==> src/hw/rtl/taetm_pkg.sv <==
package taetm_pkg;

   // Fixed widths of the position and fraction datapaths.
   localparam int POS_WIDTH = 32;
   localparam int FRAC_BITS = 16;
   localparam int DUR_WIDTH = 32;

   // Derived widths.
   localparam int FRAC_W    = FRAC_BITS + 1;
   localparam int MAG_W     = POS_WIDTH + 1;
   localparam int KMUL_W    = FRAC_BITS + 2;
   localparam int PROD_W    = MAG_W + KMUL_W;
   localparam int CNT_W     = $clog2(FRAC_BITS);
   localparam int CSR_IDX_W = 3;
   localparam int OP_W      = 2;

   // Packed word widths on the stream ports.
   localparam int RSP_BITS   = 2 * POS_WIDTH + 2 + FRAC_W;
   localparam int RSP_DATA_W = ((RSP_BITS + 7) / 8) * 8;
   localparam int REQ_DATA_W = 8;

   // Fraction constants with FRAC_BITS fraction bits (Q1.FRAC_BITS one, Q2.FRAC_BITS three).
   localparam logic [FRAC_W-1:0]  FRAC_ONE   = FRAC_W'(1) << FRAC_BITS;
   localparam logic [PROD_W-1:0]  FRAC_HALF  = PROD_W'(1) << (FRAC_BITS - 1);
   localparam logic [KMUL_W-1:0]  FRAC_THREE = KMUL_W'(3) << FRAC_BITS;

   // Operation codes of an input word.
   localparam logic [OP_W-1:0] OP_START = 2'd0;
   localparam logic [OP_W-1:0] OP_TICK  = 2'd1;
   localparam logic [OP_W-1:0] OP_PAUSE = 2'd2;

   // Register indexes on the configuration port.
   localparam logic [CSR_IDX_W-1:0] CSR_SLIDER_START = 3'd0;
   localparam logic [CSR_IDX_W-1:0] CSR_SLIDER_END   = 3'd1;
   localparam logic [CSR_IDX_W-1:0] CSR_PAN_START    = 3'd2;
   localparam logic [CSR_IDX_W-1:0] CSR_PAN_END      = 3'd3;
   localparam logic [CSR_IDX_W-1:0] CSR_DURATION     = 3'd4;
   localparam logic [CSR_IDX_W-1:0] CSR_EASE         = 3'd5;
   localparam logic [CSR_IDX_W-1:0] CSR_AXIS_MASK    = 3'd6;

   // Sequencer states.
   typedef enum logic [3:0] {
      ST_IDLE,
      ST_FRAC,
      ST_DIV,
      ST_SHAPE,
      ST_SQ,
      ST_TMUL,
      ST_EASED,
      ST_SLMUL,
      ST_SLADD,
      ST_PNADD,
      ST_OUT
   } state_type;

endpackage

==> src/hw/rtl/two_axis_eased_timed_move_core.sv <==
// Two-axis timed move with smoothstep easing. Each request word is a start, a
// one millisecond tick or a paused tick, and each produces exactly one response
// word with both axis targets, their issue flags, the time fraction and the run
// done flag (on tlast). A start or an item outside a run goes from acceptance
// straight to the hand-off to the response register. A tick or paused tick in a
// run steps through the fraction check, the one-bit-per-cycle restoring divider
// that forms elapsed/duration, the easing choice, the square, the smoothstep
// product, the cap, the slider scale and target update, the pan scale and target
// update and the hand-off. The square, smoothstep product, slider scale and pan
// scale are four passes through the single shared multiplier, each registered
// before the next. A full fraction skips the divider. Linear motion skips two
// multiplier passes and the cap. A paused tick stops after the fraction. The
// request side is ready only while the sequencer is idle, which it becomes as
// the previous word reaches the response register. The response register lets
// the next word be accepted while the previous response still waits. A response
// that is still waiting holds the sequencer at its hand-off. Configuration
// writes are always accepted and are read live, also by a word in work.
module two_axis_eased_timed_move_core (
   input  logic                                 clock,
   input  logic                                 reset,
   // Request stream.
   input  logic                                 req_tvalid,
   output logic                                 req_tready,
   // tdata fields from bit 0: slider_arrived, pan_arrived, zero fill.
   input  logic [taetm_pkg::REQ_DATA_W-1:0]     req_tdata,
   // tuser fields from bit 0: op.
   input  logic [taetm_pkg::OP_W-1:0]           req_tuser,
   // Response stream.
   output logic                                 rsp_tvalid,
   input  logic                                 rsp_tready,
   // tdata fields from bit 0: slider_target, slider_issue, pan_target,
   // pan_issue, progress, zero fill.
   output logic [taetm_pkg::RSP_DATA_W-1:0]     rsp_tdata,
   // tlast carries done_res.
   output logic                                 rsp_tlast,
   // Configuration write channel.
   input  logic                                 csr_valid,
   output logic                                 csr_ready,
   input  logic [taetm_pkg::CSR_IDX_W-1:0]      csr_index,
   input  logic [taetm_pkg::DUR_WIDTH-1:0]      csr_data
);
   import taetm_pkg::*;

   // Sequencer and run state.
   state_type               state_ff, state_in;
   logic                    running_ff, running_in;
   logic [DUR_WIDTH-1:0]    elapsed_ff, elapsed_in;
   logic [POS_WIDTH-1:0]    last_sl_ff, last_sl_in;
   logic [POS_WIDTH-1:0]    last_pn_ff, last_pn_in;

   // Configuration registers.
   logic [POS_WIDTH-1:0]    sl_start_ff, sl_start_in;
   logic [POS_WIDTH-1:0]    sl_end_ff, sl_end_in;
   logic [POS_WIDTH-1:0]    pn_start_ff, pn_start_in;
   logic [POS_WIDTH-1:0]    pn_end_ff, pn_end_in;
   logic [DUR_WIDTH-1:0]    dur_ff, dur_in;
   logic                    ease_ff, ease_in;
   logic [1:0]              mask_ff, mask_in;

   // Word being worked on.
   logic [OP_W-1:0]         op_ff, op_in;
   logic                    sl_arr_ff, sl_arr_in;
   logic                    pn_arr_ff, pn_arr_in;

   // Divider and multiplier datapath.
   logic [DUR_WIDTH-1:0]    rem_ff, rem_in;
   logic [FRAC_BITS-1:0]    quo_ff, quo_in;
   logic [CNT_W-1:0]        cnt_ff, cnt_in;
   logic [FRAC_W-1:0]       f_ff, f_in;
   logic [FRAC_W-1:0]       s_ff, s_in;
   logic [PROD_W-1:0]       prod_ff;
   logic                    sl_iss_ff, sl_iss_in;
   logic                    pn_iss_ff, pn_iss_in;
   logic                    done_ff, done_in;

   // Response register.
   logic                    rsp_valid_ff, rsp_valid_in;
   logic [RSP_DATA_W-1:0]   rsp_data_ff, rsp_data_in;
   logic                    rsp_last_ff, rsp_last_in;

   // Combinational helpers.
   logic                    req_fire;
   logic                    csr_fire;
   logic                    sl_mv, pn_mv;
   logic [MAG_W-1:0]        sl_delta, pn_delta;
   logic [MAG_W-1:0]        sl_mag, pn_mag;
   logic [MAG_W-1:0]        mul_a;
   logic [KMUL_W-1:0]       mul_b;
   logic [PROD_W-1:0]       mul_p;
   logic [PROD_W-1:0]       rnd_sum;
   logic [PROD_W-FRAC_BITS-1:0] rnd_q;
   logic [MAG_W:0]          step_ext;
   logic [POS_WIDTH-1:0]    ax_start;
   logic                    ax_neg;
   logic [MAG_W:0]          ax_sum;
   logic [POS_WIDTH-1:0]    ax_tgt;
   logic [DUR_WIDTH:0]      rem_dbl;
   logic                    div_ge;
   logic                    frac_full;

   assign req_tready = (state_ff == ST_IDLE);
   assign csr_ready  = 1'b1;
   assign req_fire   = req_tvalid && req_tready;
   assign csr_fire   = csr_valid && csr_ready;
   assign rsp_tvalid = rsp_valid_ff;
   assign rsp_tdata  = rsp_data_ff;
   assign rsp_tlast  = rsp_last_ff;

   // Axis deltas and magnitudes; an axis moves when enabled with start != end.
   assign sl_delta = {sl_end_ff[POS_WIDTH-1], sl_end_ff} - {sl_start_ff[POS_WIDTH-1], sl_start_ff};
   assign pn_delta = {pn_end_ff[POS_WIDTH-1], pn_end_ff} - {pn_start_ff[POS_WIDTH-1], pn_start_ff};
   assign sl_mag   = sl_delta[MAG_W-1] ? (~sl_delta + MAG_W'(1)) : sl_delta;
   assign pn_mag   = pn_delta[MAG_W-1] ? (~pn_delta + MAG_W'(1)) : pn_delta;
   assign sl_mv    = mask_ff[0] && (sl_start_ff != sl_end_ff);
   assign pn_mv    = mask_ff[1] && (pn_start_ff != pn_end_ff);

   // Shared multiplier: operands chosen by the sequencer state.
   always_comb begin
      unique case (state_ff)
         ST_SQ: begin
            mul_a = MAG_W'(f_ff);
            mul_b = KMUL_W'(f_ff);
         end
         ST_TMUL: begin
            mul_a = MAG_W'(rnd_q[FRAC_W-1:0]);
            mul_b = FRAC_THREE - {f_ff, 1'b0};
         end
         ST_SLMUL: begin
            mul_a = sl_mag;
            mul_b = KMUL_W'(s_ff);
         end
         default: begin
            mul_a = pn_mag;
            mul_b = KMUL_W'(s_ff);
         end
      endcase
   end

   assign mul_p   = PROD_W'(mul_a) * PROD_W'(mul_b);

   // Round half up of the registered product back to Q1.FRAC_BITS scale.
   assign rnd_sum = prod_ff + FRAC_HALF;
   assign rnd_q   = rnd_sum[PROD_W-1:FRAC_BITS];

   // Shared target adder: start plus or minus the rounded step, wrapped.
   assign ax_start = (state_ff == ST_SLADD) ? sl_start_ff : pn_start_ff;
   assign ax_neg   = (state_ff == ST_SLADD) ? sl_delta[MAG_W-1] : pn_delta[MAG_W-1];
   assign step_ext = {1'b0, rnd_q[MAG_W-1:0]};
   assign ax_sum   = {{2{ax_start[POS_WIDTH-1]}}, ax_start}
                     + (ax_neg ? (~step_ext + (MAG_W+1)'(1)) : step_ext);
   assign ax_tgt   = ax_sum[POS_WIDTH-1:0];

   // One restoring division step.
   assign rem_dbl   = {rem_ff, 1'b0};
   assign div_ge    = rem_dbl >= {1'b0, dur_ff};
   assign frac_full = (dur_ff == '0) || (elapsed_ff >= dur_ff);

   // Next state and datapath control.
   always_comb begin
      state_in    = state_ff;
      running_in  = running_ff;
      elapsed_in  = elapsed_ff;
      last_sl_in  = last_sl_ff;
      last_pn_in  = last_pn_ff;
      sl_start_in = sl_start_ff;
      sl_end_in   = sl_end_ff;
      pn_start_in = pn_start_ff;
      pn_end_in   = pn_end_ff;
      dur_in      = dur_ff;
      ease_in     = ease_ff;
      mask_in     = mask_ff;
      op_in       = op_ff;
      sl_arr_in   = sl_arr_ff;
      pn_arr_in   = pn_arr_ff;
      rem_in      = rem_ff;
      quo_in      = quo_ff;
      cnt_in      = cnt_ff;
      f_in        = f_ff;
      s_in        = s_ff;
      sl_iss_in   = sl_iss_ff;
      pn_iss_in   = pn_iss_ff;
      done_in     = done_ff;
      rsp_data_in = rsp_data_ff;
      rsp_last_in = rsp_last_ff;
      rsp_valid_in = rsp_valid_ff && !rsp_tready;

      // Register writes.
      if (csr_fire) begin
         unique case (csr_index)
            CSR_SLIDER_START: sl_start_in = csr_data[POS_WIDTH-1:0];
            CSR_SLIDER_END:   sl_end_in   = csr_data[POS_WIDTH-1:0];
            CSR_PAN_START:    pn_start_in = csr_data[POS_WIDTH-1:0];
            CSR_PAN_END:      pn_end_in   = csr_data[POS_WIDTH-1:0];
            CSR_DURATION:     dur_in      = csr_data;
            CSR_EASE:         ease_in     = csr_data[0];
            CSR_AXIS_MASK:    mask_in     = csr_data[1:0];
            default: ;
         endcase
      end

      unique case (state_ff)
         ST_IDLE: begin
            if (req_fire) begin
               op_in     = req_tuser;
               sl_arr_in = req_tdata[0];
               pn_arr_in = req_tdata[1];
               sl_iss_in = 1'b0;
               pn_iss_in = 1'b0;
               done_in   = 1'b0;
               if (req_tuser == OP_START) begin
                  // Restart the clock and park moving axes at their start.
                  running_in = 1'b1;
                  elapsed_in = '0;
                  if (sl_mv) last_sl_in = sl_start_ff;
                  if (pn_mv) last_pn_in = pn_start_ff;
                  f_in     = (dur_ff == '0) ? FRAC_ONE : '0;
                  state_in = ST_OUT;
               end else if (running_ff) begin
                  if (req_tuser == OP_TICK && elapsed_ff < dur_ff) begin
                     elapsed_in = elapsed_ff + DUR_WIDTH'(1);
                  end
                  state_in = ST_FRAC;
               end else begin
                  f_in     = '0;
                  state_in = ST_OUT;
               end
            end
         end
         ST_FRAC: begin
            // Full fraction needs no division.
            if (frac_full) begin
               f_in     = FRAC_ONE;
               state_in = ST_SHAPE;
            end else begin
               rem_in   = elapsed_ff;
               quo_in   = '0;
               cnt_in   = '0;
               state_in = ST_DIV;
            end
         end
         ST_DIV: begin
            rem_in = div_ge ? DUR_WIDTH'(rem_dbl - {1'b0, dur_ff}) : rem_dbl[DUR_WIDTH-1:0];
            quo_in = {quo_ff[FRAC_BITS-2:0], div_ge};
            cnt_in = cnt_ff + CNT_W'(1);
            if (cnt_ff == CNT_W'(FRAC_BITS - 1)) begin
               f_in     = {1'b0, quo_ff[FRAC_BITS-2:0], div_ge};
               state_in = ST_SHAPE;
            end
         end
         ST_SHAPE: begin
            if (op_ff == OP_TICK) begin
               if (ease_ff) begin
                  state_in = ST_SQ;
               end else begin
                  s_in     = f_ff;
                  state_in = ST_SLMUL;
               end
            end else begin
               state_in = ST_OUT;
            end
         end
         ST_SQ: begin
            state_in = ST_TMUL;
         end
         ST_TMUL: begin
            state_in = ST_EASED;
         end
         ST_EASED: begin
            // Smoothstep result, capped at one.
            s_in     = (rnd_q > (PROD_W-FRAC_BITS)'(FRAC_ONE)) ? FRAC_ONE
                                                               : rnd_q[FRAC_W-1:0];
            state_in = ST_SLMUL;
         end
         ST_SLMUL: begin
            state_in = ST_SLADD;
         end
         ST_SLADD: begin
            if (sl_mv && ax_tgt != last_sl_ff) begin
               sl_iss_in  = 1'b1;
               last_sl_in = ax_tgt;
            end
            state_in = ST_PNADD;
         end
         ST_PNADD: begin
            if (pn_mv && ax_tgt != last_pn_ff) begin
               pn_iss_in  = 1'b1;
               last_pn_in = ax_tgt;
            end
            if (f_ff == FRAC_ONE && (!sl_mv || sl_arr_ff) && (!pn_mv || pn_arr_ff)) begin
               done_in    = 1'b1;
               running_in = 1'b0;
            end
            state_in = ST_OUT;
         end
         ST_OUT: begin
            // Hand the result word over once the response register is free.
            if (!rsp_valid_ff || rsp_tready) begin
               rsp_valid_in = 1'b1;
               rsp_data_in  = RSP_DATA_W'({f_ff, pn_iss_ff, last_pn_ff, sl_iss_ff, last_sl_ff});
               rsp_last_in  = done_ff;
               state_in     = ST_IDLE;
            end
         end
         default: begin
            state_in = ST_IDLE;
         end
      endcase
   end

   // Control and configuration registers.
   always_ff @(posedge clock) begin
      if (reset) begin
         state_ff     <= ST_IDLE;
         running_ff   <= 1'b0;
         elapsed_ff   <= '0;
         last_sl_ff   <= '0;
         last_pn_ff   <= '0;
         sl_start_ff  <= '0;
         sl_end_ff    <= '0;
         pn_start_ff  <= '0;
         pn_end_ff    <= '0;
         dur_ff       <= '0;
         ease_ff      <= 1'b1;
         mask_ff      <= 2'b11;
         rsp_valid_ff <= 1'b0;
         cnt_ff       <= '0;
      end else begin
         state_ff     <= state_in;
         running_ff   <= running_in;
         elapsed_ff   <= elapsed_in;
         last_sl_ff   <= last_sl_in;
         last_pn_ff   <= last_pn_in;
         sl_start_ff  <= sl_start_in;
         sl_end_ff    <= sl_end_in;
         pn_start_ff  <= pn_start_in;
         pn_end_ff    <= pn_end_in;
         dur_ff       <= dur_in;
         ease_ff      <= ease_in;
         mask_ff      <= mask_in;
         rsp_valid_ff <= rsp_valid_in;
         cnt_ff       <= cnt_in;
      end
   end

   // Payload registers.
   always_ff @(posedge clock) begin
      op_ff       <= op_in;
      sl_arr_ff   <= sl_arr_in;
      pn_arr_ff   <= pn_arr_in;
      rem_ff      <= rem_in;
      quo_ff      <= quo_in;
      f_ff        <= f_in;
      s_ff        <= s_in;
      prod_ff     <= mul_p;
      sl_iss_ff   <= sl_iss_in;
      pn_iss_ff   <= pn_iss_in;
      done_ff     <= done_in;
      rsp_data_ff <= rsp_data_in;
      rsp_last_ff <= rsp_last_in;
   end

`ifndef SYNTH
   // An accepted word leaves the request side busy in the next cycle.
   a_busy_after_accept: assert property (@(posedge clock) disable iff (reset)
      req_fire |=> !req_tready)
      else $error("request accepted while previous word still in work");

   // A finished run always reports a full fraction.
   a_done_full: assert property (@(posedge clock) disable iff (reset)
      (rsp_valid_ff && rsp_last_ff) |-> (rsp_data_ff[RSP_BITS-1 -: FRAC_W] == FRAC_ONE))
      else $error("done flagged with incomplete progress");

   // Progress never exceeds one.
   a_progress_range: assert property (@(posedge clock) disable iff (reset)
      rsp_valid_ff |-> (rsp_data_ff[RSP_BITS-1 -: FRAC_W] <= FRAC_ONE))
      else $error("progress above one");

   // The divider remainder stays below the divisor.
   a_div_rem: assert property (@(posedge clock) disable iff (reset)
      (state_ff == ST_DIV) |-> (rem_ff < dur_ff))
      else $error("divider remainder out of range");
`endif

endmodule
==> config.mk <==
export PLATFORM = sky130hd
export DESIGN_NAME = two_axis_eased_timed_move_core
export DESIGN_NICKNAME = d
export VERILOG_FILES = /design/src/hw/rtl/taetm_pkg.sv /design/src/hw/rtl/two_axis_eased_timed_move_core.sv
export SDC_FILE = /design/constraint.sdc
export NUM_CORES = 2
export LEC_CHECK = 0
export BUFFER_PORTS_ARGS = -buffer_cell sky130_fd_sc_hd__buf_4
export CELL_PAD_IN_SITES_DETAIL_PLACEMENT = 1
export CELL_PAD_IN_SITES_GLOBAL_PLACEMENT = 1
export CORE_MARGIN = 2
export CORE_UTILIZATION = 50
export DETAILED_ROUTE_END_ITERATION = 8
export PLACE_DENSITY = 0.9
export SETUP_SLACK_MARGIN = 0.1
export SLEW_MARGIN = 20
export SYNTH_ARGS = -nofsm -noshare
export SYNTH_HDL_FRONTEND = slang
export SYNTH_SLANG_ARGS = --single-unit
==> constraint.sdc <==
create_clock -name clock -period 11.75 [get_ports clock]
set_clock_uncertainty 0.15 [all_clocks]
set_input_delay 2.35 -clock clock [delete_from_list [all_inputs] [get_ports clock]]
set_output_delay 2.35 -clock clock [all_outputs]
set_load 0.02 [all_outputs]
After elaboration in Yosys (flattened, before gate mapping)
Index checks and enable logic that the tools add are counted.
{"block": "word_totals", "ff_bits": 492, "latchBits": 0, "ramBits": 0, "romBits": 0, "out_inout_bits": 92, "word_cells": 192, "n_memories": 0}
{"block": "classes", "add_sub_neg": 11, "mul": 1, "n_div": 0, "magnitude_cmp": 4, "n_eq_ne": 38, "n_shift": 0, "n_mux": 60, "n_bitwise": 3, "n_reduce_logical": 48}
{"cell": "32-bit 2-to-1 mux", "count": 15}
{"cell": "32-bit case mux with 2 select lines", "count": 3}
{"cell": "17-bit 2-to-1 mux", "count": 9}
{"cell": "32-bit inequality test", "count": 4}
{"cell": "33-bit case mux with 3 select lines", "count": 1}
{"cell": "33-bit by 1-bit adder with 33-bit output, second input constant", "count": 2}
{"cell": "33-bit 2-to-1 mux", "count": 2}
{"cell": "33-bit inverter", "count": 2}
{"cell": "32-bit by 32-bit subtractor with 33-bit output", "count": 2}
{"cell": "32-bit by 1-bit adder with 32-bit output, second input constant", "count": 2}
{"cell": "51-bit by 16-bit adder with 51-bit output, second input constant", "count": 1}
{"cell": "33-bit by 18-bit multiplier with 51-bit output", "count": 1}
{"cell": "17-bit case mux with 3 select lines", "count": 1}
{"cell": "4-bit case mux with 11 select lines", "count": 1}
{"cell": "18-bit case mux with 2 select lines", "count": 1}
{"cell": "35-bit by 17-bit greater-than comparator with 1-bit output, second input constant", "count": 1}
{"cell": "17-bit case mux with 2 select lines", "count": 1}
{"cell": "33-bit by 32-bit >= comparator with 1-bit output", "count": 1}
{"cell": "32-bit adder", "count": 1}
{"cell": "32-bit >= comparator", "count": 1}
{"cell": "32-bit zero test", "count": 1}
{"cell": "32-bit less-than comparator", "count": 1}
{"cell": "32-bit inverter", "count": 1}
{"cell": "32-bit subtractor", "count": 1}
{"cell": "33 further kinds", "count": 109}

Logic depth before layout (Yosys ltp)
{"block": "logic_depth", "word_depth": 9, "ltp_mapped": 43, "mapped_depth_nobuf": 40}

Worst setup path before layout
No wires, ideal clock.
{"block": "synth_timing", "path_type": "register -> register", "startpoint": "reg sl_end_ff[0]", "endpoint": "reg prod_ff[50]", "arrival_time_ps": 9649, "setup_slack_ps": 1879, "stages_incl_launch_ff": 40, "period_less_slack_ps": 9871, "cell_sequence": "dfxtp_1 > inv_1 > ha_1 > fa_1 > nand2b_1 > a21oi_1 > o2111ai_1 > a21boi_1 > o21ai_0 > a21oi_1 > clkbuf_1 > nor2_1 > xor2_1 > a211oi_1 > a21oi_1 > o21ai_1 > clkbuf_1 > nand2_1 > (+4 left out) > inv_1 > fa_1 > fa_1 > inv_1 > fa_1 > ha_1 > a221o_1 > o311a_1 > o21ai_0 > o21ai_0 > a211oi_1 > o21ai_0 > a311oi_1 > o21ai_0 > a31oi_1 > o21bai_1 > a21oi_1 > xnor2_1"}
{"block": "synth_via", "elab_chain_cells": 6}
{"element": "from (decl)", "line": "two_axis_eased_timed_move_core.sv:53", "rtl": "logic [POS_WIDTH-1:0] sl_end_ff, sl_end_in;"}
{"element": "from (signal assigned)", "line": "two_axis_eased_timed_move_core.sv:334", "rtl": "sl_end_ff <= sl_end_in;"}
{"element": "32-bit by 32-bit subtractor with 33-bit output *", "line": "two_axis_eased_timed_move_core.sv:110", "rtl": "assign sl_delta = {sl_end_ff[POS_WIDTH-1], sl_end_ff} - {sl_start_ff[POS_WIDTH-1], sl_start_ff};"}
{"element": "33-bit inverter", "line": "two_axis_eased_timed_move_core.sv:112", "rtl": "assign sl_mag = sl_delta[MAG_W-1] ? (~sl_delta + MAG_W'(1)) : sl_delta;"}
{"element": "33-bit by 1-bit adder with 33-bit output", "line": "two_axis_eased_timed_move_core.sv:112"}
{"element": "33-bit 2-to-1 mux *", "line": "two_axis_eased_timed_move_core.sv:112"}
{"element": "33-bit case mux with 3 select lines *", "line": "two_axis_eased_timed_move_core.sv:119", "rtl": "unique case (state_ff)"}
{"element": "33-bit by 18-bit multiplier with 51-bit output *", "line": "two_axis_eased_timed_move_core.sv:139", "rtl": "assign mul_p = PROD_W'(mul_a) * PROD_W'(mul_b);"}
{"element": "named net mul_p[50]", "line": "two_axis_eased_timed_move_core.sv:89", "rtl": "logic [PROD_W-1:0] mul_p;"}
{"element": "to (signal assigned)", "line": "two_axis_eased_timed_move_core.sv:354", "rtl": "prod_ff <= mul_p;"}
{"element": "to (decl)", "line": "two_axis_eased_timed_move_core.sv:71", "rtl": "logic [PROD_W-1:0] prod_ff;"}
Mark *: on every way through the listed nets, which the timed path passes. The rest lies on a longest branch.
A chain may end at the register's enable or synchronous reset.

Worst setup path in the final report
{"block": "layout_timing", "startpoint": "reg pn_start_ff[0]", "endpoint": "reg prod_ff[43]"}
{"block": "layout_via", "elab_chain_cells": 6}
{"element": "from (decl)", "line": "two_axis_eased_timed_move_core.sv:54", "rtl": "logic [POS_WIDTH-1:0] pn_start_ff, pn_start_in;"}
{"element": "from (signal assigned)", "line": "two_axis_eased_timed_move_core.sv:335", "rtl": "pn_start_ff <= pn_start_in;"}
{"element": "32-bit by 32-bit subtractor with 33-bit output *", "line": "two_axis_eased_timed_move_core.sv:111", "rtl": "assign pn_delta = {pn_end_ff[POS_WIDTH-1], pn_end_ff} - {pn_start_ff[POS_WIDTH-1], pn_start_ff};"}
{"element": "33-bit inverter", "line": "two_axis_eased_timed_move_core.sv:113", "rtl": "assign pn_mag = pn_delta[MAG_W-1] ? (~pn_delta + MAG_W'(1)) : pn_delta;"}
{"element": "33-bit by 1-bit adder with 33-bit output", "line": "two_axis_eased_timed_move_core.sv:113"}
{"element": "33-bit 2-to-1 mux *", "line": "two_axis_eased_timed_move_core.sv:113"}
{"element": "33-bit case mux with 3 select lines *", "line": "two_axis_eased_timed_move_core.sv:119"}
{"element": "33-bit by 18-bit multiplier with 51-bit output *", "line": "two_axis_eased_timed_move_core.sv:139"}
{"element": "named net mul_p[43]", "line": "two_axis_eased_timed_move_core.sv:89"}
Marks and branches as above.

==> reports/results.txt <==
After detailed routing, the average wire length per cell comes to 27.80 um. Setup repair after global routing left no endpoint under its margin. TritonCTS created 53 clock buffers. Post-synthesis cell type with the largest combined area: sky130_fd_sc_hd__fa_1.

Global-route total usage across every layer: 40.35%. The worst register-to-register path has a depth of 44. The first global-routing pass estimated 316.9 mm of wire.

By area the synthesized netlist is led by sky130_fd_sc_hd__fa_1 (20%), sky130_fd_sc_hd__dfxtp_1 (12%), sky130_fd_sc_hd__edfxtp_1 (10%). The logs give 50.58% for the initial core utilization and 2 for the level count of the clock H-tree. Counting stages on the worst path, the most repeated cell is sky130_fd_sc_hd__buf_4. On the worst path, the slowest cell contributes a delay of 0.61 ns. Data on the critical path is required at its endpoint by 12.11 ns. The synthesized netlist occupies a cell area of 0.05080 mm^2. The floorplan die height is 322.8 um, and the post-synthesis share of cell area spent on xor and xnor gates is 5.980%.

The aggregate global routing overflow is 0. The register with the most flip-flops in the layout has 83 of them. The tools report the final estimated routing congestion in global placement as 0.9994. The worst register-to-register path begins at pn_start_ff[0]$_SDFFE_PP0P_. The run gives 0 as the final antenna-violating net count.

The area of the core region came out at 0.1004 mm^2. Post-detailed-routing wire length: 211.5 mm. The deepest clock path buffer count was 3.

Fill cells in the final layout number 12090. In this design, the largest share of critical-path delay is due to adder cells. For the final hold violation count, the log shows 0.

The mux contribution to synthesized area is 1.702%. CTS placed an instance of sky130_fd_sc_hd__clkbuf_16 at the clock tree root. The synthesized netlist devotes 26.72% of its cell area to adder and majority cells. The count of input and output buffers is 129. The tree built by TritonCTS fans out to 477 sinks.

The critical path is of the flop to flop type. Together, buffers and inverters on the worst path number 13. Yosys mapped the design onto 120 distinct sky130hd cell types. For the worst-skew pair, the clock arrives at the later sink with an insertion delay of 0.65 ns. The data arrival time of the critical path was 11.49 ns. Among all flip-flop cells after synthesis, the most frequent one is sky130_fd_sc_hd__dfxtp_1. For the number of hold-repair buffers added at the cts stage, the log shows 0.

The clock slew at the register clock pins of the worst setup and hold paths works out to 0.06 ns. TritonCTS built the clock tree. The number of enable flip-flop cells after synthesis is 172. The fraction of the cycle the final worst path needs is 94.76%.

The routed layout has 48550 vias. Based on the critical path, the design can be clocked at up to 89.81 MHz. At the end of the flow, the number of nets in the layout was 7039. Once detailed placement completed, the half-perimeter wirelength came to 164.3 mm.

In this run, the number of DRC markers left after iteration 0 of detailed routing was 5221. The die width works out to 322.8 um. The critical path's slowest cell is sky130_fd_sc_hd__fa_1. The simple-gate area share of the yosys netlist came out at 19.91%. For the accumulated negative setup slack, the log shows 0 ns. The main combinational cell family by area after synthesis was adder cells. The worst setup path is launched from a flop. For this run, the number of Yosys warnings is 0. After floorplanning, the core was divided into 116 placement rows. The flow ran to the end, and the final reports show no timing, DRC or antenna violations. Number of synthesized register bits: 477. The worst hold path was traced through 2 stages. Entering global routing, the biggest net connects 188 pins. Class of the worst hold path: flop to flop. For the number of global-route vias before repair, the log shows 51620. At the pin with the least slew margin, the transition time is 1.252 ns.

Critical path launch point: pn_start_ff[0]$_SDFFE_PP0P_. The area share of the largest cell type after synthesis was 19.62%. The tools report the endpoint of the most critical register-to-register path as prod_ff[43]$_DFF_P_. The number of cells on the critical path works out to 44. Max-cap violations in this run came to 0. Summing the areas of all compound-gate instances in the mapped netlist gives 15.69% of the synthesized area.

Count of boundary I/O pins: 142. The number of endpoints failing setup at the final stage was 0. The number of standard cells after synthesis was 6134; the residual DRC count was 0. The mean instance size in the synthesized netlist came out at 8.282 um^2. The setup check on the worst reg-to-reg path leaves a slack of 0.62 ns. The async set or reset register ratio after synthesis was 0%; the routed via count divided by cell count was 6.381.

The first detailed-routing pass took 9 iterations. The clock period could shrink to 11.13 ns. The tools report the share of synthesized area occupied by flip-flops and latches as 22.19%. The initial antenna violation count came out at 16. The critical path endpoint is prod_ff[43]$_DFF_P_.

Measured against its own limit, the worst slew margin works out to 15.88%. Of all nets on the critical path, the largest fanout is 17. The area growth from synthesis to layout is 9.876%. STA classifies the critical path endpoint as a flop. In the final layout, the share of cells above drive strength 1 is 8.982%. The number of pins with negative max-slew slack in the final report is 0.

The total die area is 0.1042 mm^2.
-- how the worst min path moves through the flow --
stage / end / from / slack [ns]
after floorplan: rsp_tdata[32]$_DFFE_PP_ / sl_iss_ff$_DFFE_PP_ / 0.25
after global placement: pn_start_ff[11]$_SDFFE_PP0P_ / pn_start_ff[11]$_SDFFE_PP0P_ / 0.29
after detailed placement: rsp_tdata[32]$_DFFE_PP_ / sl_iss_ff$_DFFE_PP_ / 0.30
after CTS: rsp_tdata[32]$_DFFE_PP_ / sl_iss_ff$_DFFE_PP_ / 0.31
after global routing: rsp_tdata[65]$_DFFE_PP_ / pn_iss_ff$_DFFE_PP_ / 0.32
final: sl_end_ff[13]$_SDFFE_PP0P_ / sl_end_ff[13]$_SDFFE_PP0P_ / 0.31
-- Yosys cell counts, types with 14 or more instances --
library cell                  n
sky130_fd_sc_hd__o21ai_0    240
sky130_fd_sc_hd__nor2b_1     39
sky130_fd_sc_hd__nor2_1     457
sky130_fd_sc_hd__a31oi_1     49
sky130_fd_sc_hd__o211ai_1    25
sky130_fd_sc_hd__o21ai_1     15
sky130_fd_sc_hd__ha_1       288
sky130_fd_sc_hd__nand3_1    105
sky130_fd_sc_hd__dfxtp_1    305
sky130_fd_sc_hd__a2111oi_0   14
sky130_fd_sc_hd__mux2i_1     74
sky130_fd_sc_hd__or2_2       29
sky130_fd_sc_hd__buf_1       14
sky130_fd_sc_hd__o31ai_1     17
sky130_fd_sc_hd__edfxtp_1   172
sky130_fd_sc_hd__nand2b_1    43
sky130_fd_sc_hd__or3_1       23
sky130_fd_sc_hd__and2_1     158
sky130_fd_sc_hd__and4_1      22
sky130_fd_sc_hd__o2111ai_1   15
sky130_fd_sc_hd__a311oi_1    17
sky130_fd_sc_hd__fa_1       498
sky130_fd_sc_hd__clkbuf_1   246
sky130_fd_sc_hd__xnor2_1    191
sky130_fd_sc_hd__nor3_1      84
sky130_fd_sc_hd__a211o_1     16
sky130_fd_sc_hd__a211oi_1    49
sky130_fd_sc_hd__nand2_1    970
sky130_fd_sc_hd__nor4_1      48
sky130_fd_sc_hd__a21oi_1    462
sky130_fd_sc_hd__and3_1      53
sky130_fd_sc_hd__o22ai_1     23
sky130_fd_sc_hd__o21a_1      36
sky130_fd_sc_hd__buf_2       42
sky130_fd_sc_hd__nand4_1     64
sky130_fd_sc_hd__a21o_1      89
sky130_fd_sc_hd__xor2_1     133
sky130_fd_sc_hd__inv_1      706
-- cells in the final DEF, fill, tap and decap left out, types with 158 or more instances in the layout --
cell type / n
sky130_fd_sc_hd__edfxtp_1: 172
sky130_fd_sc_hd__and2_1: 158
sky130_fd_sc_hd__nor2_1: 456
sky130_fd_sc_hd__o21ai_0: 233
sky130_fd_sc_hd__ha_1: 288
sky130_fd_sc_hd__nand2_1: 965
sky130_fd_sc_hd__fa_1: 498
sky130_fd_sc_hd__inv_1: 706
sky130_fd_sc_hd__a21oi_1: 454
sky130_fd_sc_hd__xnor2_1: 190
sky130_fd_sc_hd__dfxtp_1: 303
sky130_fd_sc_hd__buf_4: 300
-- per-stage QoR --
step / area, um^2 / utilization, % / cells / setup slack (ns) / hold slack (ns)
2_1_floorplan: 50880 / - / 6154 / 1.879 / 0.2503
3_3_place_gp: 53810 / 53.58 / 7503 / 0.8605 / 0.2925
3_5_place_dp: 53820 / 53.59 / 7503 / 0.3830 / 0.2950
4_1_cts: 55700 / 55.46 / 7601 / 0.3219 / 0.3115
5_1_grt: 55800 / 55.56 / 7603 / 0.1166 / 0.3210
6_report: 55820 / 55.58 / 7609 / 0.6151 / 0.3117
-- per-layer routing --
layer | global-route usage (%) | wire length (um)
met1 | 49.26 | 78760
met2 | 62.95 | 93920
met3 | 11.73 | 23810
met4 | 24.76 | 14910
met5 | 0 | 104
-- worst register-to-register path: cells and delay by family, from the launching register on --
family / cells / cell delay, ns
simple gates: 6 / 1.24
xor+xnor: 1 / 0.21
buf+inv: 13 / 1.90
flops: 1 / 0.39
compound gates: 15 / 2.92
fa+ha+maj: 9 / 4.21
-- layout make-up --
class | count | area (um^2) | area share (%)
sequential | 477 | 11270 | 20.20
clock inverter | 31 | 380.4 | 0.6814
inverter | 707 | 2654 | 4.754
timing repair buffer | 311 | 2455 | 4.398
multi-input combinational | 4653 | 35840 | 64.21
antenna | 6 | 15.01 | 0.02690
tap | 1357 | 1698 | 3.042
clock buffer | 67 | 1503 | 2.692
-- cell families after synthesis --
family | count (synthesis)
AOI/OAI and AO/OA | 1246
muxes | 85
and+or+nand+nor | 2179
xor gates and xnor gates | 335
adders and majority gates | 786
buffers and inverters | 1024
other | 2
DFF | 477
-- timing repair --
item,in CTS,in global routing
gates resized for setup,0,20
setup buffers,0,1
hold endpoints to repair,0,0
setup endpoints to repair,0,9
Power is left out: the tool's default activity adds up to more than one toggle a clock period on the data nets, which glitch-free logic cannot reach.
